### src/rtl/jsu_pkg.sv
// jsu_pkg: shared types, status codes and constants of the json string unescaper
// no dependencies; read first by every other file of the block
package jsu_pkg;

  localparam int unsigned FIFO_DEPTH = 4;

  localparam int unsigned BYTE_W   = 8;
  localparam int unsigned STATUS_W = 4;
  localparam int unsigned CP_W     = 16;

  // result status codes
  localparam logic [STATUS_W-1:0] ST_DATA       = 4'd0;
  localparam logic [STATUS_W-1:0] ST_CLOSED     = 4'd1;
  localparam logic [STATUS_W-1:0] ST_NO_QUOTE   = 4'd2;
  localparam logic [STATUS_W-1:0] ST_CTRL_CHAR  = 4'd3;
  localparam logic [STATUS_W-1:0] ST_BAD_ESC    = 4'd4;
  localparam logic [STATUS_W-1:0] ST_BAD_HEX    = 4'd5;
  localparam logic [STATUS_W-1:0] ST_UNTERM     = 4'd6;
  localparam logic [STATUS_W-1:0] ST_END_IN_ESC = 4'd7;
  localparam logic [STATUS_W-1:0] ST_SHORT_UNI  = 4'd8;
  localparam logic [STATUS_W-1:0] ST_MAX        = ST_SHORT_UNI;

  // utf-8 framing
  localparam logic [BYTE_W-1:0] UTF8_LEAD2 = 8'hc0;
  localparam logic [BYTE_W-1:0] UTF8_LEAD3 = 8'he0;
  localparam logic [BYTE_W-1:0] UTF8_CONT  = 8'h80;

  // one queued job: either a single result beat or a code point to encode
  typedef struct packed {
    logic                is_cp;
    logic [CP_W-1:0]     value;
    logic [STATUS_W-1:0] status;
  } cmd_t;

endpackage

### src/rtl/jsu_if.sv
// jsu_if: valid/ready stream interfaces for source bytes and decoded results
// depends on jsu_pkg for field widths
interface jsu_in_if;
  import jsu_pkg::*;
  logic              valid;
  logic              ready;
  logic [BYTE_W-1:0] byte_req;
  logic              source_end;

  modport source (output valid, output byte_req, output source_end, input ready);
  modport sink   (input valid, input byte_req, input source_end, output ready);
endinterface

interface jsu_out_if;
  import jsu_pkg::*;
  logic                valid;
  logic                ready;
  logic [BYTE_W-1:0]   out_byte;
  logic [STATUS_W-1:0] status;
  logic                last;

  modport source (output valid, output out_byte, output status, output last, input ready);
  modport sink   (input valid, input out_byte, input status, input last, output ready);
endinterface

### src/rtl/jsu_front.sv
// jsu_front: takes source beats, tracks string/escape/hex state, queues jobs
// depends on jsu_pkg and jsu_in_if
module jsu_front import jsu_pkg::*; (
  input  logic   clk_i,
  input  logic   rst_ni,
  jsu_in_if.sink in_i,
  input  logic   q_full_i,
  output logic   push_o,
  output cmd_t   cmd_o
);

  localparam logic [1:0] MODE_WAIT = 2'd0;
  localparam logic [1:0] MODE_STR  = 2'd1;
  localparam logic [1:0] MODE_ESC  = 2'd2;
  localparam logic [1:0] MODE_HEX  = 2'd3;

  localparam logic [1:0] HEX_LAST = 2'd3;

  localparam logic [BYTE_W-1:0] CH_QUOTE = 8'h22;
  localparam logic [BYTE_W-1:0] CH_BSL   = 8'h5c;
  localparam logic [BYTE_W-1:0] CH_SLASH = 8'h2f;
  localparam logic [BYTE_W-1:0] CH_SPACE = 8'h20;
  localparam logic [BYTE_W-1:0] CH_TAB   = 8'h09;
  localparam logic [BYTE_W-1:0] CH_CR    = 8'h0d;
  localparam logic [BYTE_W-1:0] CH_LF    = 8'h0a;
  localparam logic [BYTE_W-1:0] CH_BS    = 8'h08;
  localparam logic [BYTE_W-1:0] CH_FF    = 8'h0c;

  logic [1:0]      mode_q, mode_d;
  logic [1:0]      hex_cnt_q, hex_cnt_d;
  logic [CP_W-1:0] cp_q, cp_d;
  logic            bad_q, bad_d;

  logic            accept;
  logic            gen;
  cmd_t            cmd;
  logic [BYTE_W-1:0] c;
  logic            is_hex;
  logic [3:0]      nib;

  assign in_i.ready = !q_full_i;
  assign accept     = in_i.valid && in_i.ready;
  assign c          = in_i.byte_req;

  always_comb begin
    is_hex = 1'b1;
    nib    = '0;
    if (c >= 8'h30 && c <= 8'h39) begin
      nib = c[3:0];
    end else if ((c >= 8'h61 && c <= 8'h66) || (c >= 8'h41 && c <= 8'h46)) begin
      nib = c[3:0] + 4'd9;
    end else begin
      is_hex = 1'b0;
    end
  end

  always_comb begin
    mode_d     = mode_q;
    hex_cnt_d  = hex_cnt_q;
    cp_d       = cp_q;
    bad_d      = bad_q;
    gen        = 1'b0;
    cmd.is_cp  = 1'b0;
    cmd.value  = '0;
    cmd.status = ST_DATA;
    unique case (mode_q)
      MODE_WAIT: begin
        if (in_i.source_end) begin
          gen = 1'b1; cmd.status = ST_NO_QUOTE;
        end else if (c == CH_QUOTE) begin
          mode_d = MODE_STR;
        end else if (!(c == CH_SPACE || c == CH_TAB || c == CH_CR || c == CH_LF)) begin
          gen = 1'b1; cmd.status = ST_NO_QUOTE;
        end
      end
      MODE_STR: begin
        if (in_i.source_end) begin
          gen = 1'b1; cmd.status = ST_UNTERM;
        end else if (c == CH_QUOTE) begin
          gen = 1'b1; cmd.status = ST_CLOSED;
        end else if (c < CH_SPACE) begin
          gen = 1'b1; cmd.status = ST_CTRL_CHAR;
        end else if (c == CH_BSL) begin
          mode_d = MODE_ESC;
        end else begin
          gen = 1'b1; cmd.value = {8'h00, c};
        end
      end
      MODE_ESC: begin
        gen    = 1'b1;
        mode_d = MODE_STR;
        if (in_i.source_end) begin
          cmd.status = ST_END_IN_ESC;
        end else begin
          unique case (c)
            CH_QUOTE, CH_BSL, CH_SLASH: cmd.value = {8'h00, c};
            8'h62:   cmd.value = {8'h00, CH_BS};
            8'h66:   cmd.value = {8'h00, CH_FF};
            8'h6e:   cmd.value = {8'h00, CH_LF};
            8'h72:   cmd.value = {8'h00, CH_CR};
            8'h74:   cmd.value = {8'h00, CH_TAB};
            8'h75: begin
              gen       = 1'b0;
              mode_d    = MODE_HEX;
              hex_cnt_d = '0;
              cp_d      = '0;
              bad_d     = 1'b0;
            end
            default: cmd.status = ST_BAD_ESC;
          endcase
        end
      end
      MODE_HEX: begin
        if (in_i.source_end) begin
          gen = 1'b1; cmd.status = ST_SHORT_UNI;
        end else begin
          cp_d  = {cp_q[CP_W-5:0], nib};
          bad_d = bad_q || !is_hex;
          if (hex_cnt_q != HEX_LAST) begin
            hex_cnt_d = hex_cnt_q + 2'd1;
          end else begin
            hex_cnt_d = '0;
            gen       = 1'b1;
            mode_d    = MODE_STR;
            if (bad_d) begin
              cmd.status = ST_BAD_HEX;
            end else begin
              cmd.is_cp = 1'b1;
              cmd.value = cp_d;
            end
          end
        end
      end
      default: ;
    endcase
    // every non-data status drops back to waiting for a quote
    if (gen && cmd.status != ST_DATA) begin
      mode_d    = MODE_WAIT;
      hex_cnt_d = '0;
    end
  end

  always_ff @(posedge clk_i or negedge rst_ni) begin
    if (!rst_ni) begin
      mode_q    <= MODE_WAIT;
      hex_cnt_q <= '0;
      cp_q      <= '0;
      bad_q     <= 1'b0;
    end else if (accept) begin
      mode_q    <= mode_d;
      hex_cnt_q <= hex_cnt_d;
      cp_q      <= cp_d;
      bad_q     <= bad_d;
    end
  end

  assign push_o = accept && gen;
  assign cmd_o  = cmd;

endmodule

### src/rtl/jsu_fifo.sv
// jsu_fifo: short job queue between front and back
// depends on jsu_pkg for the job type
module jsu_fifo import jsu_pkg::*; #(
  parameter int unsigned Depth = FIFO_DEPTH
) (
  input  logic clk_i,
  input  logic rst_ni,
  input  logic push_i,
  input  cmd_t cmd_i,
  output logic full_o,
  output logic empty_o,
  input  logic pop_i,
  output cmd_t head_o
);

  localparam int unsigned AW = (Depth > 1) ? $clog2(Depth) : 1;
  localparam int unsigned CW = $clog2(Depth + 1);
  localparam logic [AW-1:0] LAST_IDX = AW'(Depth - 1);

  cmd_t          mem_q [Depth];
  logic [AW-1:0] wr_q, rd_q;
  logic [CW-1:0] cnt_q;
  logic          do_push, do_pop;

  assign full_o  = (cnt_q == CW'(Depth));
  assign empty_o = (cnt_q == '0);
  assign do_push = push_i && !full_o;
  assign do_pop  = pop_i && !empty_o;
  assign head_o  = mem_q[rd_q];

  always_ff @(posedge clk_i) begin
    if (do_push) begin
      mem_q[wr_q] <= cmd_i;
    end
  end

  always_ff @(posedge clk_i or negedge rst_ni) begin
    if (!rst_ni) begin
      wr_q  <= '0;
      rd_q  <= '0;
      cnt_q <= '0;
    end else begin
      if (do_push) begin
        wr_q <= (wr_q == LAST_IDX) ? '0 : wr_q + 1'b1;
      end
      if (do_pop) begin
        rd_q <= (rd_q == LAST_IDX) ? '0 : rd_q + 1'b1;
      end
      if (do_push && !do_pop) begin
        cnt_q <= cnt_q + 1'b1;
      end else if (do_pop && !do_push) begin
        cnt_q <= cnt_q - 1'b1;
      end
    end
  end

endmodule

### src/rtl/jsu_back.sv
// jsu_back: expands queued jobs into result beats, utf-8 encoding code points
// depends on jsu_pkg and jsu_out_if
module jsu_back import jsu_pkg::*; (
  input  logic       clk_i,
  input  logic       rst_ni,
  input  logic       empty_i,
  input  cmd_t       head_i,
  output logic       pop_o,
  jsu_out_if.source  out_o
);

  logic              valid_q;
  logic [BYTE_W-1:0] byte_q, byte_d;
  logic [STATUS_W-1:0] status_q;
  logic              last_q, last_d;
  logic [1:0]        idx_q;
  logic [1:0]        nb_m1;
  logic              load;
  logic [CP_W-1:0]   v;

  assign v    = head_i.value;
  assign load = !empty_i && (!valid_q || out_o.ready);

  // bytes per job minus one
  always_comb begin
    if (!head_i.is_cp || v[CP_W-1:7] == '0) begin
      nb_m1 = 2'd0;
    end else if (v[CP_W-1:11] == '0) begin
      nb_m1 = 2'd1;
    end else begin
      nb_m1 = 2'd2;
    end
  end

  always_comb begin
    byte_d = v[BYTE_W-1:0];
    if (head_i.is_cp) begin
      unique case (nb_m1)
        2'd0: byte_d = {1'b0, v[6:0]};
        2'd1: byte_d = (idx_q == 2'd0) ? (UTF8_LEAD2 | {3'b000, v[10:6]})
                                       : (UTF8_CONT | {2'b00, v[5:0]});
        2'd2: begin
          priority if (idx_q == 2'd0) begin
            byte_d = UTF8_LEAD3 | {4'b0000, v[15:12]};
          end else if (idx_q == 2'd1) begin
            byte_d = UTF8_CONT | {2'b00, v[11:6]};
          end else begin
            byte_d = UTF8_CONT | {2'b00, v[5:0]};
          end
        end
        default: byte_d = '0;
      endcase
    end
  end

  assign last_d = (idx_q == nb_m1);
  assign pop_o  = load && last_d;

  always_ff @(posedge clk_i or negedge rst_ni) begin
    if (!rst_ni) begin
      valid_q <= 1'b0;
      idx_q   <= '0;
    end else begin
      if (load) begin
        valid_q <= 1'b1;
        idx_q   <= last_d ? 2'd0 : idx_q + 2'd1;
      end else if (out_o.ready) begin
        valid_q <= 1'b0;
      end
    end
  end

  always_ff @(posedge clk_i) begin
    if (load) begin
      byte_q   <= byte_d;
      status_q <= head_i.status;
      last_q   <= last_d;
    end
  end

  assign out_o.valid    = valid_q;
  assign out_o.out_byte = byte_q;
  assign out_o.status   = status_q;
  assign out_o.last     = last_q;

endmodule

### src/rtl/json_string_unescape.sv
// json_string_unescape: one source beat in per cycle while the job queue is not full;
// one result beat out per cycle while the sink is ready; a \u escape gives up to three
// result beats, drained by the output stage at one a cycle while the job queue absorbs input
// reset (async, active low) empties the queue and output stage and returns to awaiting a quote
// depends on jsu_pkg, jsu_if, jsu_front, jsu_fifo, jsu_back
module json_string_unescape import jsu_pkg::*; #(
  parameter int unsigned FifoDepth = FIFO_DEPTH  // job queue depth, two or more
) (
  input  logic       clk_i,
  input  logic       rst_ni,
  jsu_in_if.sink     in_i,
  jsu_out_if.source  out_o
);

  // front to queue
  logic push;
  cmd_t push_cmd;
  logic q_full;

  // queue to back
  logic q_empty;
  logic pop;
  cmd_t head;

  // front: whitespace skip, quote check, escape and hex collection;
  // it stalls the source only while the queue is full
  jsu_front u_front (
    .clk_i    (clk_i),
    .rst_ni   (rst_ni),
    .in_i     (in_i),
    .q_full_i (q_full),
    .push_o   (push),
    .cmd_o    (push_cmd)
  );

  // decouples the single-beat front from the multi-beat utf-8 back end
  jsu_fifo #(
    .Depth (FifoDepth)
  ) u_fifo (
    .clk_i   (clk_i),
    .rst_ni  (rst_ni),
    .push_i  (push),
    .cmd_i   (push_cmd),
    .full_o  (q_full),
    .empty_o (q_empty),
    .pop_i   (pop),
    .head_o  (head)
  );

  // back: one result beat per cycle while the sink is ready, into a registered output stage
  jsu_back u_back (
    .clk_i   (clk_i),
    .rst_ni  (rst_ni),
    .empty_i (q_empty),
    .head_i  (head),
    .pop_o   (pop),
    .out_o   (out_o)
  );

endmodule

### src/flat_wrapper.sv
// flat-port wrapper written by rule: the top's interface ports become plain ports
module json_string_unescape_flat import jsu_pkg::*;
#(
  parameter int unsigned FifoDepth = FIFO_DEPTH                                 
)
  (clk_i, rst_ni, in_i_valid, in_i_byte_req, in_i_source_end, in_i_ready, out_o_valid, out_o_out_byte, out_o_status, out_o_last, out_o_ready);
  jsu_in_if in_i_i ();
  jsu_out_if out_o_i ();
  input  logic clk_i;
  input  logic rst_ni;
  input wire logic [$bits(in_i_i.valid)-1:0] in_i_valid;
  input wire logic [$bits(in_i_i.byte_req)-1:0] in_i_byte_req;
  input wire logic [$bits(in_i_i.source_end)-1:0] in_i_source_end;
  output wire logic [$bits(in_i_i.ready)-1:0] in_i_ready;
  output wire logic [$bits(out_o_i.valid)-1:0] out_o_valid;
  output wire logic [$bits(out_o_i.out_byte)-1:0] out_o_out_byte;
  output wire logic [$bits(out_o_i.status)-1:0] out_o_status;
  output wire logic [$bits(out_o_i.last)-1:0] out_o_last;
  input wire logic [$bits(out_o_i.ready)-1:0] out_o_ready;
  assign in_i_i.valid = in_i_valid;
  assign in_i_i.byte_req = in_i_byte_req;
  assign in_i_i.source_end = in_i_source_end;
  assign in_i_ready = in_i_i.ready;
  assign out_o_valid = out_o_i.valid;
  assign out_o_out_byte = out_o_i.out_byte;
  assign out_o_status = out_o_i.status;
  assign out_o_last = out_o_i.last;
  assign out_o_i.ready = out_o_ready;
  json_string_unescape #(.FifoDepth(FifoDepth)) u_core (.clk_i(clk_i), .rst_ni(rst_ni), .in_i(in_i_i), .out_o(out_o_i));
endmodule
### config.mk
export PLATFORM = sky130hd
export DESIGN_NAME = json_string_unescape_flat
export DESIGN_NICKNAME = d
export VERILOG_FILES = /design/src/rtl/jsu_pkg.sv /design/src/rtl/jsu_if.sv /design/src/rtl/jsu_front.sv /design/src/rtl/jsu_fifo.sv /design/src/rtl/jsu_back.sv /design/src/rtl/json_string_unescape.sv /design/src/flat_wrapper.sv
export SDC_FILE = /design/constraint.sdc
export NUM_CORES = 1
export LEC_CHECK = 0
export BUFFER_PORTS_ARGS = -buffer_cell sky130_fd_sc_hd__buf_2
export CORE_MARGIN = 2
export CORE_UTILIZATION = 40
export CTS_BUF_LIST = sky130_fd_sc_hd__clkbuf_4 sky130_fd_sc_hd__clkbuf_8
export DETAILED_ROUTE_END_ITERATION = 6
export PLACE_DENSITY = 0.55
export SLEW_MARGIN = 20
export SYNTH_ARGS = -nofsm -noshare
export SYNTH_HDL_FRONTEND = slang
export SYNTH_SLANG_ARGS = --single-unit
export TNS_END_PERCENT = 20
### constraint.sdc
create_clock -name clk_i -period 7.5 [get_ports clk_i]
set_input_delay 0.375 -clock clk_i [delete_from_list [all_inputs] [get_ports clk_i]]
set_output_delay 0.375 -clock clk_i [all_outputs]
set_load 0.02 [all_outputs]
* Word level (Yosys, flattened, before mapping) *
Memory sizes are Yosys's and may differ from the RTL's.
Cells that the tools add are included.

operators by class
  add/subtract/negate cells = 7
  $lt $le $gt $ge = 7
  equality and inequality tests = 37
  mux-type cells = 80
  reduce and logical (&&, ||, !) cells = 42

operators by type and width
  cell                                                                                 count
  8-bit by 7-bit == test with 1-bit output, second input constant                      7
  2-bit 2-to-1 mux                                                                     26
  16-bit 2-to-1 mux                                                                    3
  16-bit case mux with 3 select lines                                                  1
  8-bit case mux with 6 select lines                                                   1
  12-bit 2-to-1 mux                                                                    3
  17-bit 2-to-1 mux                                                                    2
  3-bit inequality test, second input constant                                         9
  8-bit by 4-bit == test with 1-bit output, second input constant                      3
  8-bit by 6-bit == test with 1-bit output, second input constant                      3
  8-bit 2-to-1 mux                                                                     3
  12-bit case mux with 2 select lines                                                  1
  8-bit case mux with 3 select lines                                                   1
  1-bit 2-to-1 mux                                                                     21
  21-bit 2-to-1 mux                                                                    1
  3-bit 2-to-1 mux                                                                     6
  8-bit by 7-bit greater-or-equal comparator with 1-bit output, second input constant  2
  8-bit by 7-bit less-or-equal comparator with 1-bit output, second input constant     2
  4-bit case mux with 4 select lines                                                   1
  7-bit 2-to-1 mux                                                                     2
  1-bit logical AND                                                                    12
  4-bit 2-to-1 mux                                                                     3
  2-bit == test, second input constant                                                 5
  5-bit AND reduction                                                                  2
  30 further kinds                                                                     53

word-level totals
  flip-flop bits (word level) = 40
  memory bits (writable) = 84
  input bits = 13
  output and inout port bits = 15
  word-level logic and storage cells = 186
  memories = 1

memories
  name                 words  width  rd ports  clocked after Yosys merged registers in  write ports  line            text
  u_core.u_fifo.mem_q  4      21     1         0                                        1            jsu_fifo.sv:20  cmd_t mem_q [Depth];

* Longest topological paths before layout *
  word-level depth = 15
  gate-level depth with buffers = 14
  gate-level depth less buffers = 13

* Modules after synthesis *
From an unflattened synthesis, not the netlist that was laid out.

unflattened totals
  cells, all modules = 469
  area, all modules = 6244.7 um^2

by module, submodules not included
  module     times used  cells each  area an instance (um^2)
  jsu_fifo   1           147         3470.8
  jsu_front  1           213         1722.9
  jsu_back   1           109         1051.0

* Worst setup path before layout *
OpenSTA, ideal clock, no wires.

  kind = register to register
  start = register u_core.u_fifo.rd_q[0]
  end = register u_core.u_fifo.cnt_q[2]
  arrival = 3.080 ns
  slack = 4.341 ns
  stages on the path, launching flop included = 14
  clock period less this slack = 3.159 ns
  path through = dfrtp_1 -> buf_6 -> mux4_1 -> or4_1 -> buf_2 -> a41oi_2 -> nand3_2 -> nand2_4 -> ha_1 -> inv_1 -> fa_1 -> xor2_1 -> nor2_1 -> xor2_1

between the ends
  cells in the longest elaborated chain, start to end = 10
  elaborated cells between the ends (all ways) = 15
  classes of those cells = eq/ne: 1; mux: 3; reduce/logical: 10; memory: 1

ends and longest elaborated chain
  element                                                        line                            text
  from (decl)                                                    jsu_fifo.sv:21                  logic [AW-1:0] wr_q, rd_q;
  from (signal assigned)                                         jsu_fifo.sv:47                  rd_q <= (rd_q == LAST_IDX) ? '0 : rd_q + 1'b1;
  memory read 4 x 21 bit *                                       --
  5-bit zero test (tied with other cells)                        jsu_back.sv:28                  end else if (v[CP_W-1:11] == '0) begin
  2-bit 2-to-1 mux / 1-bit logical OR (equally long branches)    jsu_back.sv:28, jsu_back.sv:26
  2-bit 2-to-1 mux *                                             jsu_back.sv:26                  if (!head_i.is_cp || v[CP_W-1:7] == '0) begin
  2-bit == test *                                                jsu_back.sv:56                  assign last_d = (idx_q == nb_m1);
  via u_core.u_back.last_d                                       jsu_back.sv:15                  logic last_q, last_d;
  1-bit logical AND *                                            jsu_back.sv:57                  assign pop_o = load && last_d;
  1-bit logical AND *                                            jsu_fifo.sv:28                  assign do_pop = pop_i && !empty_o;
  1-bit zero test                                                jsu_fifo.sv:49                  if (do_push && !do_pop) begin
  1-bit logical AND                                              jsu_fifo.sv:49
  3-bit 2-to-1 mux / 2-bit nonzero test (equally long branches)  --
  to (signal assigned)                                           jsu_fifo.sv:50                  cnt_q <= cnt_q + 1'b1;
  to (signal assigned)                                           jsu_fifo.sv:52                  cnt_q <= cnt_q - 1'b1;
  to (decl)                                                      jsu_fifo.sv:22                  logic [CW-1:0] cnt_q;

Mark *: on every way through the listed nets, which the timed path passes. The rest lies on a longest branch.
A chain may end at the register's enable or synchronous reset.

* Worst setup path in the final report *
  start = register u_core.u_fifo.rd_q[1]
  end = register u_core.u_fifo.cnt_q[2]

Same word-level chain as after synthesis.

==> impl_metrics.yaml <==
power_and_ir_drop:
  vdd_drop_max_mv: 0.133
  p_sw_uw: 794
  power_mw: 2.29
  p_clk_share_pct: 23.8
  p_per_area_nw_per_um2: 336
  p_leak_nw: 2.55
  p_int_mw: 1.49
  seqPwrFrac_pct: 42.8
  sw_frac_of_total_pct: 34.7
  comb_power_share_pct: 33.3
route:
  drt_pass1_iterations: 5
  wl_per_cell_um: 18.1
  first_iter_violations: 254
  drc: 0
  drt-total-wl_mm: 12.6
  vias: 3840
  via_per_inst: 5.53
  antenna_left: 0
critical_path:
  end_kind: "register"
  cp.arrival_ps: 4220
  r2r_start: "u_core.u_fifo.rd_q[1]"
  critPathMaxFanout: 24
  cp-start-kind: "register"
  reg2reg_slack_ps: 3640
  crit_end: "u_core.u_fifo.cnt_q[2]"
  cp.required_ps: 7860
  startpoint: "u_core.u_fifo.rd_q[1]"
  worstSetupPathType: "register to register"
  worst_r2r_path_depth: 11
  r2r-end: "u_core.u_fifo.cnt_q[2]"
cells_and_area:
  mostFrequentLayoutCell: "edfxtp_1"
  nets: 527
  final_core_util_pct: 45.2
  post_route_cells_drive_above_1_share_pct: 20.2
  fin_area_um2: 6820
  layout_common_cells: "edfxtp_1 (97), nand2_1 (46), buf_2 (27), dfrtp_1 (27), nor2_1 (21)"
  num_antenna_cells: 0
  area_delta_synth_final_pct: 11.2
yosys:
  synthesis.nets: 500
  synthArstFlopShare_pct: 21.8
  synth_flop_cell: "edfxtp_1"
  synth_area_leaders: "edfxtp_1 (48%), dfrtp_1 (11%), mux4_2 (4.8%), ha_1 (3.9%), mux4_1 (3.0%)"
  synth_edf_count: 97
  yosysSeqAreaShare_pct: 58.6
  synth.avg_cell_area_um2: 13.1
  synth_area_um2: 6130
  syn_inst: 467
  synth_top_area_share_pct: 47.5
  synthDistinctLibCells: 67
  ys_seq_elements: 124
  synth_area_leader_cell: "edfxtp_1"
  yosysWarnings: 0
die:
  dieHeight_um: 128
  fp-row-count: 45
  die_w_um: 128
  io_pins: 28
  die-area_um2: 16300
  coreArea_um2: 15100
  start_util_pct: 40.6
job:
  drv_cap: 0
global_routing:
  grtUsageMet1_pct: 21.0
  grt_pass1_wl_mm: 20.2
  met2_usage_pct: 26.6
  antenna_found_initial: 0
  track_usage_pct: 16.4
  grt_max_degree: 28
  grt_pass1_vias: 3772
  grt_overflow: 0
  grt_use_met3_pct: 4.47
  grt.busiest_layer: "met2"
timing:
  drv_slew: 0
  min_period_over_period_pct: 51.5
  fin_skew_ps: 10.1
  tightest_slew_ps: 1030
  worst_slack_ps: 3640
  max_freq_mhz: 259
  setup_viol: 0
  hold_viol: 0
  period_minus_slack_ps: 3860
  maxSlewHeadroom_pct: 31.2
  fin_setup_tns_ps: 0
  rsz0062_at_grt: "no"
place:
  dp_hpwl_mm: 8.59
  port_buffers: 27
  gp_congestion: 0.940
  place_area_um2: 6420
  place_ws_ps: 3580
clocking:
  clock_sinks: 124
  clk_latency_ps: 440
  htree_levels: 4
  cts_buffer_depth: 2
  cts_buffers: 17
  postCtsSetupBuffers: 0
  cts_resized: 0
  cts_root_buffer: "clkbuf_8"
  tritoncts: "done"
  cts.clk_slew.worst_paths_ps: 70
status:
  status: "complete, no violations"
min_path:
  min-delay-start: "out_o_ready"
  hold_path.class: "input pin to register"
## cell usage after synthesis, types with 3 or more instances
library cell / instances
nor3b_1: 5
edfxtp_1: 97
nand2_1: 46
nand3b_1: 4
or3_1: 5
mux2_2: 5
ha_1: 19
a21bo_2: 3
mux2i_1: 6
dfrtp_1: 27
nor3_1: 11
a31oi_1: 3
nand2b_1: 5
o31ai_1: 3
a22oi_1: 4
a21o_1: 3
nor4_1: 5
nand3_1: 16
or4_1: 3
mux4_2: 13
and2_1: 14
and3_1: 3
a32oi_1: 3
nand4_1: 3
o22ai_1: 6
clkbuf_1: 20
o21ai_0: 20
nor2_1: 21
mux4_1: 7
a21oi_1: 19
inv_1: 19
## state kept, by name (all words and copies together), names as in the netlist
| register | count |
|---|---|
| u_core.u_back.out_o.last | 1 |
| u_core.u_fifo.mem_q | 84 |
| u_core.u_fifo.rd_q | 2 |
| u_core.u_back.out_o.valid | 1 |
| u_core.u_front.cp_q | 12 |
| u_core.u_fifo.wr_q | 2 |
| u_core.u_back.idx_q | 2 |
| u_core.u_fifo.cnt_q | 3 |
| u_core.u_front.mode_q | 2 |
| u_core.u_front.bad_q | 1 |
| u_core.u_back.out_o.out_byte | 8 |
| u_core.u_back.out_o.status | 4 |
| u_core.u_front.hex_cnt_q | 2 |
## cell families after synthesis
kind of cell | synth area share, %
fa+ha+maj | 4.21
flops | 58.6
simple gates | 13.7
compound gates | 9.58
buf+inv | 3.19
mux | 10.2
xor+xnor | 0.572
## layer usage
layer  vias to the layer above  share of wire, %
li1                       1833                 -
met1                      1886                45
met2                        98                48
met3                        23               4.2
met4                         0               2.1
met5                         -                 0
## power groups by stage
stage               registers (mW)  logic, mW  clock network, mW
floorplan                     1.01      0.568                  0
global placement             0.992      0.758                  0
detailed placement           0.996      0.771                  0
CTS                          0.983      0.772              0.561
global route                 0.996      0.844              0.591
finish                       0.980      0.762              0.545
## worst max-delay path, cell delays in order, from the launching register on
cell and delay (ps):
dfrtp_1 1020, mux4_2 460, or4_1 690, a41oi_2 290, nand3_2 140, nand2_4 120
ha_1 190, inv_1 60, fa_1 370, xor2_1 150, nor2_1 130, xor2_1 160
## area by class of cell
| type | count | area [um2] |
|---|---|---|
| Fill cell | 1376 | 8270 |
| Sequential cell | 124 | 3590 |
| Multi-Input combinational cell | 298 | 2360 |
| Inverter | 19 | 71.3 |
| Timing Repair Buffer | 34 | 190 |
| Tap cell | 188 | 235 |
| Clock inverter | 14 | 139 |
| Clock buffer | 17 | 234 |
## stage by stage
stage | instances | hold WS [ps]
2_1_floorplan | 467 | 79.4
3_3_place_gp | 662 | 443
3_5_place_dp | 662 | 448
4_1_cts | 694 | 110
5_1_grt | 694 | 145
6_report | 694 | 140
## worst min-delay path by stage
stage	endpoint	slack (ps)	depth (start not counted)
after global placement	u_core.u_fifo.wr_q[0]	440	1
after global routing	u_core.u_back.out_o.valid	150	2
after CTS	u_core.u_back.out_o.valid	110	2
final	u_core.u_back.out_o.valid	140	2
after floorplan	u_core.u_back.idx_q[0]	80	0
after detailed placement	u_core.u_front.hex_cnt_q[0]	450	1
## what timing repair did
item,CTS,global route
hold buffers,1,0
setup endpoints to repair,0,0
endpoints found under the hold margin,27,0
Power figures use the tool's default switching activity.
